$ cat src/sv/ddtp_pkg.sv
// ----------------------------------------------------------------------------
// ddtp_pkg
// Shared types and constants of the turn-to-point block.
// ----------------------------------------------------------------------------
package ddtp_pkg;
    localparam int CORDIC_STAGES = 16;
    localparam int CW = 28;
    localparam int DW = 18;
    localparam int SQ_STEPS = 17;

    typedef enum logic [1:0] {
        ACT_STOP     = 2'd0,
        ACT_STRAIGHT = 2'd1,
        ACT_TURN     = 2'd2
    } action_t;

    typedef enum logic [1:0] {
        CFG_MAX_SPEED  = 2'd0,
        CFG_FIELD_DIAG = 2'd1,
        CFG_POINT_THR  = 2'd2,
        CFG_ANGLE_TOL  = 2'd3
    } cfg_idx_t;

    typedef struct packed {
        logic [7:0]  max_speed;
        logic [15:0] field_diag;
        logic [15:0] point_thresh;
        logic [14:0] angle_tolerance;
    } cfg_t;

    function automatic logic [15:0] atan_turn(input int i);
        case (i)
            0: return 16'd8192;  1: return 16'd4836;  2: return 16'd2555;
            3: return 16'd1297;  4: return 16'd651;   5: return 16'd326;
            6: return 16'd163;   7: return 16'd81;    8: return 16'd41;
            9: return 16'd20;    10: return 16'd10;   11: return 16'd5;
            12: return 16'd3;    13: return 16'd1;    14: return 16'd1;
            default: return 16'd0;
        endcase
    endfunction
endpackage

$ cat src/sv/ddtp_cfg.sv
// ----------------------------------------------------------------------------
// ddtp_cfg
// Configuration register file.
// ----------------------------------------------------------------------------
module ddtp_cfg
    import ddtp_pkg::*;
(
    input  logic        aclk,
    input  logic        aresetn,
    input  logic        cfg_we,
    input  logic [2:0]  cfg_index,
    input  logic [15:0] cfg_wdata,
    output cfg_t        cfg
);
    cfg_t cfg_reg, cfg_next;

    always_comb begin
        cfg_next = cfg_reg;
        if (cfg_we && cfg_index[2] == 1'b0) begin
            unique case (cfg_idx_t'(cfg_index[1:0]))
                CFG_MAX_SPEED:  cfg_next.max_speed = cfg_wdata[7:0];
                CFG_FIELD_DIAG: cfg_next.field_diag = cfg_wdata;
                CFG_POINT_THR:  cfg_next.point_thresh = cfg_wdata;
                CFG_ANGLE_TOL:  cfg_next.angle_tolerance = cfg_wdata[14:0];
                default: ;
            endcase
        end
    end

    always_ff @(posedge aclk) begin
        if (!aresetn) begin
            cfg_reg <= '{8'd100, 16'd4000, 16'd50, 15'd1043};
        end else begin
            cfg_reg <= cfg_next;
        end
    end

    assign cfg = cfg_reg;
endmodule

$ cat config.mk
export PLATFORM = sky130hd
export DESIGN_NAME = ddtp_cfg
export DESIGN_NICKNAME = d
export VERILOG_FILES = /design/src/sv/ddtp_pkg.sv /design/src/sv/ddtp_cfg.sv
export SDC_FILE = /design/constraint.sdc
export NUM_CORES = 1
export LEC_CHECK = 0
export BUFFER_PORTS_ARGS = -buffer_cell sky130_fd_sc_hd__buf_4
export CAP_MARGIN = 20
export CELL_PAD_IN_SITES_DETAIL_PLACEMENT = 1
export CELL_PAD_IN_SITES_GLOBAL_PLACEMENT = 1
export CORE_UTILIZATION = 38
export CTS_BUF_LIST = sky130_fd_sc_hd__clkbuf_8
export DETAILED_ROUTE_END_ITERATION = 8
export GPL_TIMING_DRIVEN = 0
export HOLD_SLACK_MARGIN = 0.1
export PLACE_DENSITY_LB_ADDON = 0.1
export REMOVE_ABC_BUFFERS = 1
export SLEW_MARGIN = 20
export SYNTH_ARGS = -nofsm -noshare
export SYNTH_HDL_FRONTEND = slang
export SYNTH_SLANG_ARGS = --single-unit
export TNS_END_PERCENT = 10
$ cat constraint.sdc
create_clock -name aclk -period 1.3 [get_ports aclk]
set_clock_uncertainty 0.2 [all_clocks]
set_input_delay 0.065 -clock aclk [delete_from_list [all_inputs] [get_ports aclk]]
set_output_delay 0.065 -clock aclk [all_outputs]
set_load 0.01 [all_outputs]
==> flow_summary.json <==
{
  "status": "complete, but fails checks",
  "violations": "hold timing",
  "final_area_um2": 3060,
  "cts_tree": "yes",
  "clock-sinks": 55,
  "grt_max_degree": 83,
  "path_class": "input pin to flop",
  "synthFlopType": "dfxtp_1",
  "worstPathMaxFanout": 6,
  "root_buffer": "clkbuf_8",
  "clock_path_buffers": 2,
  "hpwl_um": 3460,
  "pre_cts_slack_ps": -309,
  "row_count": 27,
  "ios": 77,
  "ys_types": 12,
  "seq_area_frac_synth": 0.507,
  "syn_area_um2": 2170,
  "htreeDepth": 2,
  "sw_frac_of_total": 0.224,
  "via_per_inst": 4.79,
  "gp_congestion": 0.696,
  "path_depth": 4,
  "dpl-instance-area_um2": 2770,
  "hold_violations": 2,
  "hold_ws_ps": -109,
  "fillers": 647,
  "slew_viol_final": 0,
  "layout-drive-gt1-share": 0.292,
  "fin_crit_sh": 0.936,
  "synth.area.top_cells": "dfxtp_1 (51%), mux2i_1 (25%), nand2_1 (9.5%)",
  "syn_inst": 213,
  "r2r_end": "cfg[22]",
  "cp_num_buf_inv": 2,
  "hold_class": "input pin to flop",
  "yosys_warnings": 0,
  "ys_ff_latch": 55,
  "drc": 0,
  "holdBufCountCts": 17,
  "nets": 322,
  "reg2reg_depth": 2,
  "worst_ep_required_time_ps": 1340,
  "endpoint_kind": "flop",
  "vdd_drop_max_v": 0.000567,
  "arrival_ps": 1260,
  "area_delta_synth_final_pct": 40.8,
  "p_per_area_nw_per_um2": 1060,
  "die_h_um": 77.6,
  "critPathSlowestCell": "dlygate4sd3_1",
  "power.internal_w": 0.00252,
  "fin_crit_ps": 1220,
  "r2r_slack_ps": 440,
  "initial_core_util": 0.395,
  "syn_area_per_cell_um2": 10.2,
  "endpoint": "cfg[5]",
  "r2r_start": "cfg[22]",
  "async_reset_ff_frac": 0,
  "die_w_um": 77.6,
  "netlist_top_cells_count": "dfxtp_1 (55), mux2i_1 (55), nand2_1 (55), nor2b_1 (27), clkbuf_1 (8)",
  "antenna_found_initial": 0,
  "io_buffers": 76,
  "power.switching_w": 0.000727,
  "crit_chain": "buf_4 > and4b_1 > dlygate4sd3_1 > mux2i_1",
  "antennaDiodeCount": 0,
  "cp_top_family": "buffers and inverters",
  "post_cts_resized": 0,
  "cp-startpoint": "cfg_index[2]",
  "routedWlPerCell_um": 14.1,
  "max_freq_ghz": 0.822,
  "p_leak_nw": 1.35,
  "vias": 1786,
  "finalSetupViolations": 0,
  "relSlewSlack": 0.530,
  "cpPeakStageDelay_ps": 630,
  "drtAntennaViolNets": 0,
  "drt_iter0_markers": 62,
  "grt_pass1_wl_um": 8470,
  "grtUsageTotal": 0.179,
  "power_frac_seq": 0.535,
  "yosysTopAreaCell": "dfxtp_1",
  "grt_setup_unrepaired": "no",
  "dieArea_um2": 6030,
  "cts-buffers-inserted": 5,
  "largest_reg_flops": 55,
  "drt_wl_total_um": 5280,
  "worst_slew_pin_slew_ps": 705,
  "coreArea_um2": 5510,
  "clk_pin_slew_ps": 100,
  "drt_pass1_iterations": 4,
  "clock_latency_ps": 310,
  "p_comb_frac": 0.103,
  "grt_overflow": 0,
  "yosys.area.top_type_share": 0.507,
  "synth_edf_count": 0,
  "pwr-share-clk": 0.361,
  "worst_setup_path_start_kind": "input pin",
  "worst_slack_ps": 82.9,
  "grt_pass1_vias": 1724,
  "drv_cap": 0
}
[stage by stage]
step	power (W)	util	hold WS (ps)	setup TNS, ps	cells
floorplan	0.00190	-	7.12	0	198
global placement	0.00207	0.499	134	-13300	346
detailed placement	0.00208	0.502	150	-9070	347
CTS	0.00330	0.554	-115	0	372
global route	0.00341	0.556	-110	0	373
finish	0.00325	0.556	-109	0	373
[repair_timing]
item                       CTS  global route
buffers inserted             0             1
hold endpoints to repair    55             2
setup endpoints to repair    0             1
[power groups by stage]
stage / registers (W) / logic [W] / clock network, W
2_1_floorplan: 0.00180 / 0.000104 / 0
3_3_place_gp: 0.00178 / 0.000290 / 0
3_5_place_dp: 0.00178 / 0.000297 / 0
4_1_cts: 0.00174 / 0.000337 / 0.00122
5_1_grt: 0.00175 / 0.000363 / 0.00130
6_report: 0.00174 / 0.000336 / 0.00118
[worst min path at each step]
stage / startpoint / endpoint / slack [ps] / depth (start not counted)
2_1_floorplan: cfg_wdata[10] / cfg[25] / 7 / 2
3_3_place_gp: cfg_wdata[8] / cfg[39] / 130 / 3
3_5_place_dp: cfg_wdata[1] / cfg[1] / 150 / 3
4_1_cts: cfg_index[0] / cfg[53] / -110 / 3
5_1_grt: cfg_index[2] / cfg[53] / -110 / 3
6_report: cfg_index[2] / cfg[53] / -110 / 3
[worst min-delay path: stages]
cell	delay [ps]
buf_4	100
nor4b_1	70
mux2i_1	110
[area by class of cell]
class                           count  area [um^2]  share of cell area
Clock inverter                      2         35.0              0.0114
Tap cell                           72         90.1              0.0294
Timing Repair Buffer               95          763               0.249
Multi-Input combinational cell    143          988               0.323
Clock buffer                        6         82.6              0.0270
Sequential cell                    55         1100               0.360
[layer usage]
| layer | global-route usage | vias up | wire length [um] |
|---|---|---|---|
| met2 | 0.313 | 43 | 2650 |
| met4 | 0.0509 | 0 | 56 |
| met3 | 0.0435 | 5 | 238 |
| met5 | 0 | - | 0 |
| met1 | 0.217 | 867 | 2330 |
| li1 | - | 871 | - |
[cells by family after synthesis]
logic type	count (synthesis)	share of synthesized area
and+or+nand+nor	88	0.201
muxes	55	0.253
buffers and inverters	15	0.0386
DFF	55	0.507
[placed cells by master (no fill, tap or decap)]
| cell type | n |
|---|---|
| dfxtp_1 | 55 |
| dlygate4sd3_1 | 17 |
| nor4b_1 | 1 |
| nor2b_1 | 27 |
| clkinv_2 | 1 |
| bufinv_16 | 1 |
| and4b_1 | 1 |
| and4bb_2 | 2 |
| buf_8 | 1 |
| nand4b_1 | 1 |
| clkbuf_8 | 6 |
| nand2_1 | 55 |
| buf_4 | 77 |
| or4b_1 | 1 |
| mux2i_1 | 55 |
Note: power is estimated with default switching activity, not from simulation.
