<file path="src/sv/ddtp_pkg.sv">
// ----------------------------------------------------------------------------
// ddtp_pkg
// Shared types and constants of the turn-to-point block.
// ----------------------------------------------------------------------------
package ddtp_pkg;
    localparam int CORDIC_STAGES = 16;
    localparam int CW = 28;
    localparam int DW = 18;
    localparam int SQ_STEPS = 17;

    typedef enum logic [1:0] {
        ACT_STOP     = 2'd0,
        ACT_STRAIGHT = 2'd1,
        ACT_TURN     = 2'd2
    } action_t;

    typedef enum logic [1:0] {
        CFG_MAX_SPEED  = 2'd0,
        CFG_FIELD_DIAG = 2'd1,
        CFG_POINT_THR  = 2'd2,
        CFG_ANGLE_TOL  = 2'd3
    } cfg_idx_t;

    typedef struct packed {
        logic [7:0]  max_speed;
        logic [15:0] field_diag;
        logic [15:0] point_thresh;
        logic [14:0] angle_tolerance;
    } cfg_t;

    function automatic logic [15:0] atan_turn(input int i);
        case (i)
            0: return 16'd8192;  1: return 16'd4836;  2: return 16'd2555;
            3: return 16'd1297;  4: return 16'd651;   5: return 16'd326;
            6: return 16'd163;   7: return 16'd81;    8: return 16'd41;
            9: return 16'd20;    10: return 16'd10;   11: return 16'd5;
            12: return 16'd3;    13: return 16'd1;    14: return 16'd1;
            default: return 16'd0;
        endcase
    endfunction
endpackage

</file>
<file path="src/sv/ddtp_cmd.sv">
// ----------------------------------------------------------------------------
// ddtp_cmd
// Heading error, speed profile division and wheel command, pipelined.
// ----------------------------------------------------------------------------
module ddtp_cmd
    import ddtp_pkg::*;
(
    input  logic              aclk,
    input  logic              aresetn,
    input  logic              en,
    input  cfg_t              cfg,
    input  logic              in_valid,
    input  logic [2:0]        in_id,
    input  logic [15:0]       in_bear,
    input  logic [DW-1:0]     in_dist,
    input  logic [15:0]       in_head,
    output logic              out_valid,
    output logic [2:0]        out_id,
    output logic [8:0]        out_left,
    output logic [8:0]        out_right,
    output action_t           out_action
);
    localparam int PW = 26;   // max_speed * dist
    localparam int QW = 9;    // quotient bits, result saturated to max_speed

    // stage A: error, fold, product
    logic              va_reg, rva_reg, ala_reg, nra_reg, za_reg;
    logic [2:0]        ida_reg;
    logic signed [16:0] era_reg;
    logic [PW-1:0]     pa_reg;

    logic signed [16:0] e0, e1;
    logic               rv;
    logic [16:0]        mag;
    always_comb begin
        e0 = 17'(signed'(16'(in_bear - in_head)));
        rv = 1'b0;
        e1 = e0;
        if (e0 > 17'sd16384) begin
            e1 = e0 - 17'sd32768; rv = 1'b1;
        end else if (e0 < -17'sd16384) begin
            e1 = e0 + 17'sd32768; rv = 1'b1;
        end
        mag = e1[16] ? 17'(-e1) : 17'(e1);
    end

    always_ff @(posedge aclk) begin
        if (!aresetn) begin
            va_reg <= 1'b0;
        end else if (en) begin
            va_reg <= in_valid;
        end
    end
    always_ff @(posedge aclk) begin
        if (en) begin
            ida_reg <= in_id;
            era_reg <= e1;
            rva_reg <= rv;
            ala_reg <= mag < 17'(cfg.angle_tolerance);
            nra_reg <= 24'(in_dist) < 24'(cfg.point_thresh);
            za_reg  <= cfg.field_diag == 16'd0;
            pa_reg  <= PW'(cfg.max_speed) * PW'(in_dist);
        end
    end

    // restoring divide, one quotient bit per stage, saturated
    logic          vd_reg [QW];
    logic [2:0]    idd_reg [QW];
    logic signed [16:0] erd_reg [QW];
    logic          rvd_reg [QW], ald_reg [QW], nrd_reg [QW], zd_reg [QW];
    logic [PW-1:0] rm_reg [QW];
    logic [QW-1:0] q_reg [QW];
    logic          sat_reg [QW];

    genvar g;
    generate
        for (g = 0; g < QW; g++) begin : g_dv
            logic pv, prv, pal, pnr, pz, psat;
            logic [2:0] pid;
            logic signed [16:0] per;
            logic [PW-1:0] prm;
            logic [QW-1:0] pq;
            logic [PW+QW-1:0] sh;
            if (g == 0) begin : g_f
                assign pv = va_reg; assign pid = ida_reg; assign per = era_reg;
                assign prv = rva_reg; assign pal = ala_reg; assign pnr = nra_reg;
                assign pz = za_reg; assign prm = pa_reg; assign pq = '0;
                // quotient >= 2^QW saturates anyway
                assign psat = (pa_reg >> QW) >= PW'(cfg.field_diag);
            end else begin : g_n
                assign pv = vd_reg[g-1]; assign pid = idd_reg[g-1];
                assign per = erd_reg[g-1]; assign prv = rvd_reg[g-1];
                assign pal = ald_reg[g-1]; assign pnr = nrd_reg[g-1];
                assign pz = zd_reg[g-1]; assign prm = rm_reg[g-1];
                assign pq = q_reg[g-1]; assign psat = sat_reg[g-1];
            end
            assign sh = (PW+QW)'(cfg.field_diag) << (QW - 1 - g);
            always_ff @(posedge aclk) begin
                if (!aresetn) begin
                    vd_reg[g] <= 1'b0;
                end else if (en) begin
                    vd_reg[g] <= pv;
                end
            end
            always_ff @(posedge aclk) begin
                if (en) begin
                    idd_reg[g] <= pid; erd_reg[g] <= per; rvd_reg[g] <= prv;
                    ald_reg[g] <= pal; nrd_reg[g] <= pnr; zd_reg[g] <= pz;
                    sat_reg[g] <= psat;
                    if ((PW+QW)'(prm) >= sh) begin
                        rm_reg[g] <= PW'((PW+QW)'(prm) - sh);
                        q_reg[g]  <= pq | (QW'(1) << (QW - 1 - g));
                    end else begin
                        rm_reg[g] <= prm;
                        q_reg[g]  <= pq;
                    end
                end
            end
        end
    endgenerate

    // final stage: command
    logic          vf_reg;
    logic [2:0]    idf_reg;
    logic [8:0]    lf_reg, rf_reg;
    action_t       af_reg;

    logic [8:0]  prof;
    logic signed [25:0] tp;
    logic signed [8:0]  tr;
    always_comb begin
        if (zd_reg[QW-1] || sat_reg[QW-1] ||
            q_reg[QW-1] > QW'(cfg.max_speed)) begin
            prof = {1'b0, cfg.max_speed};
        end else begin
            prof = q_reg[QW-1];
        end
        tp = -(26'(erd_reg[QW-1]) * 26'(signed'({1'b0, cfg.max_speed})));
        tr = 9'(tp >>> 19);
    end

    always_ff @(posedge aclk) begin
        if (!aresetn) begin
            vf_reg <= 1'b0;
        end else if (en) begin
            vf_reg <= vd_reg[QW-1];
        end
    end
    always_ff @(posedge aclk) begin
        if (en) begin
            idf_reg <= idd_reg[QW-1];
            if (ald_reg[QW-1] && nrd_reg[QW-1]) begin
                lf_reg <= '0; rf_reg <= '0; af_reg <= ACT_STOP;
            end else if (ald_reg[QW-1]) begin
                lf_reg <= rvd_reg[QW-1] ? 9'(-prof) : prof;
                rf_reg <= rvd_reg[QW-1] ? 9'(-prof) : prof;
                af_reg <= ACT_STRAIGHT;
            end else begin
                rf_reg <= tr;
                lf_reg <= 9'(-tr);
                af_reg <= ACT_TURN;
            end
        end
    end

    assign out_valid  = vf_reg;
    assign out_id     = idf_reg;
    assign out_left   = lf_reg;
    assign out_right  = rf_reg;
    assign out_action = af_reg;
endmodule

</file>
<file path="config.mk">
export PLATFORM = sky130hd
export DESIGN_NAME = ddtp_cmd
export DESIGN_NICKNAME = d
export VERILOG_FILES = /design/src/sv/ddtp_pkg.sv /design/src/sv/ddtp_cmd.sv
export SDC_FILE = /design/constraint.sdc
export NUM_CORES = 2
export LEC_CHECK = 0
export ABC_AREA = 1
export BUFFER_PORTS_ARGS = -buffer_cell sky130_fd_sc_hd__buf_4
export CAP_MARGIN = 20
export CORE_ASPECT_RATIO = 0.5
export CORE_MARGIN = 2
export CORE_UTILIZATION = 50
export CTS_CLUSTER_SIZE = 40
export DETAILED_ROUTE_END_ITERATION = 6
export GPL_ROUTABILITY_DRIVEN = 0
export PLACE_DENSITY = 0.76
export SYNTH_ARGS = -nofsm -noshare
export SYNTH_HDL_FRONTEND = slang
export SYNTH_SLANG_ARGS = --single-unit
</file>
<file path="constraint.sdc">
create_clock -name aclk -period 7.3 [get_ports aclk]
set_clock_uncertainty 0.15 [all_clocks]
set_input_delay 0.365 -clock aclk [delete_from_list [all_inputs] [get_ports aclk]]
set_output_delay 0.365 -clock aclk [all_outputs]
set_load 0.01 [all_outputs]
</file>
==> metrics.txt <==
outcome complete, no violations; Critical Path AT 6.37 ns; synth warn 0; Avg Inst Size Synth 9.16 sq um; Post-DP Area 42300 sq um; Setup violations, final 0; DRC 0; Area growth syn-to-layout 9.33%; CP endpoint kind flop; H-tree depth 2; Final period util 84.2%; Leak 20.4 nW; drt wl/cell 16.4 um; startpoint types flop; post-placement cell count 5525; post-CTS setup buffers 0; Die H 205 um; vias in the first global route 30.1k; final hold vios 0; register area 16800 sq um; minimum clock period 6.15 ns; pre-CTS setup slack 0.986 ns; hold-fix buffers at CTS 6; initial antenna violation count 0; final setup margin 1.15 ns; Sequential Power Share 30.6%; first-pass GRT wire length 151 mm; largest net degree at the start of global routing 220; clock buffer depth 3; crit path kind flop to flop; Root Buffer clkbuf_16; FMAX 163 MHz; EDFF count, synth 558; RSZ-0062 raised after global routing false; Min-Delay Path Class input port to flop; Pwr per Cell Area 391 nW/um^2; switching share of total power 44.0%; multi-input logic area 19900 sq um; clk_lat worst skew 0.62 ns; Initial Utilization 50.6%; Die Wd 406 um; via total after detailed routing 30.4k; final-layout fill cell count 6792; total grt overflow 0; # diodes 0; measured slew at the worst slew-check pin 1.17 ns; first drt pass iteration count 6; core area 79600 sq um; Largest register FFs 208; most frequent cells in the layout nand2_1 (954), inv_1 (834), edfxtp_1 (558); Syn Nets 5067; Unique masters post-synth 55; Top FF cell, synth edfxtp_1; WL final 92.4 mm; Final Slew Violations 0; mapped cell area 40300 sq um; commonest non-fill, non-tap cell in the layout nand2_1; Relative slew margins 22.3%; cells after synthesis 4402; combinational group share of total power 53.7%; sequential area share after synthesis 41.7%; Nets 5163; antenna-violating nets left 0; DP HPWL 68.7 mm; row count 73; clk slew on worst S/H paths 0.07 ns; Clk network pwr share 15.7%; 1st-iter DRT viols 2615; Via density 5.39; Async S/R FF share, synth 0%; Post-Route Setup TNS 0 ns; Post-CTS Resized 0; crit path max fanout 8; post-route insts no fill 5628; Max Cap Violations 0; Final Instance Area 44100 sq um; switching power 7.58 mW; Yosys reg bits 561; CTS tree done; Worst VDD drop 0.000279 V; io pins 136; Req. time, crit path 7.52 ns; Int Pwr 9.65 mW; total power 17.2 mW; layout cell share with drive strength beyond 1 5.66%; CTS Buf Count 51; clk sink count 561; Die Footprint 83100 sq um; GRT Total Usage 22.7%; # port buffers 135
-- cells in the mapped netlist (6+ instances only) --
library cell / n / area, sq um
nand2_1: 954 / 3580
inv_1: 834 / 3130
edfxtp_1: 558 / 16800
ha_1: 338 / 4230
nor2_1: 291 / 1090
o21ai_0: 239 / 1200
a21oi_1: 230 / 1150
fa_1: 215 / 4300
nand3_1: 149 / 746
xor2_1: 95 / 832
xnor2_1: 83 / 727
clkbuf_1: 57 / 214
nand4_1: 57 / 357
nor3_1: 54 / 270
nor4_1: 35 / 219
clkbuf_2: 20 / 100
a21o_1: 17 / 128
buf_2: 17 / 85.1
o21a_1: 15 / 113
o21bai_1: 13 / 97.6
a31oi_1: 12 / 75.1
a21boi_0: 11 / 82.6
buf_1: 11 / 41.3
or2_2: 11 / 68.8
nand3b_1: 10 / 75.1
o21ai_1: 8 / 40.0
o2111ai_1: 7 / 61.3
o211ai_1: 6 / 45.0
-- final timing paths --
path               endpoint  cells after the start  slack (ns)            start
max             out_left[6]                     27        1.15  erd_reg[0][152]
min          g_dv[0].prm[0]                      3        0.04       in_dist[0]
max reg2reg     out_left[6]                     27        1.15  erd_reg[0][152]
min reg2reg   nrd_reg[0][1]                      0        0.26    nrd_reg[0][0]
-- cells by family after synthesis --
group / Yosys count / share of synthesized area, %
compound gates: 580 / 7.86
xor+xnor: 180 / 4.00
fa+ha+maj: 553 / 21.2
buf+inv: 948 / 8.98
flops: 561 / 41.7
mux: 1 / 0.0248
simple gates: 1579 / 16.3
-- stage by stage --
step | hold WS (ns) | utilization, %
3_3_place_gp | 0.250 | 53.2
2_1_floorplan | 0.250 | -
5_1_grt | 0.0673 | 55.4
4_1_cts | 0.0339 | 55.3
3_5_place_dp | 0.255 | 53.2
6_report | 0.0434 | 55.4
-- layout make-up --
type	count	area share (%)
sequential	561	38.1
tap	1087	3.08
clock inverter	34	0.772
multi-input combinational	2893	45.1
timing repair buffer	152	2.71
inverter	839	7.14
clock buffer	62	3.04
-- power groups by stage --
stage	combinational, mW	sequential (mW)	clock, mW
after global placement	8.74	5.29	0
after detailed placement	9.02	5.28	0
after floorplan	6.92	5.06	0
after CTS	9.13	5.24	2.77
final	9.25	5.27	2.71
after global routing	10.6	5.33	2.88
-- layer usage --
metal  GRT usage (%)  routed length, um  up-vias
met2            37.3              42400     1208
li1                -                  -    14550
met3            3.08               6590      251
met4            9.93               4120        0
met1            30.2              39300    14341
met5               0                  0        -
-- critical path, stage by stage (launching register included) --
cell	delay (ns)
edfxtp_1	0.51
nand2_1	0.18
inv_1	0.07
fa_1	0.55
inv_1	0.15
fa_1	0.58
fa_1	0.45
fa_1	0.54
inv_1	0.05
fa_1	0.53
inv_1	0.04
ha_1	0.38
nand2_1	0.12
nor2_1	0.20
nand2_1	0.09
nor3_1	0.15
nand2_1	0.12
nand2_1	0.09
nand2_1	0.05
nand2_1	0.10
ha_1	0.17
nand2_1	0.09
nor2_1	0.21
nand2_1	0.08
nand2_1	0.10
nand2_1	0.06
inv_1	0.05
nand2_1	0.04
(Power assumes the default switching activity.)
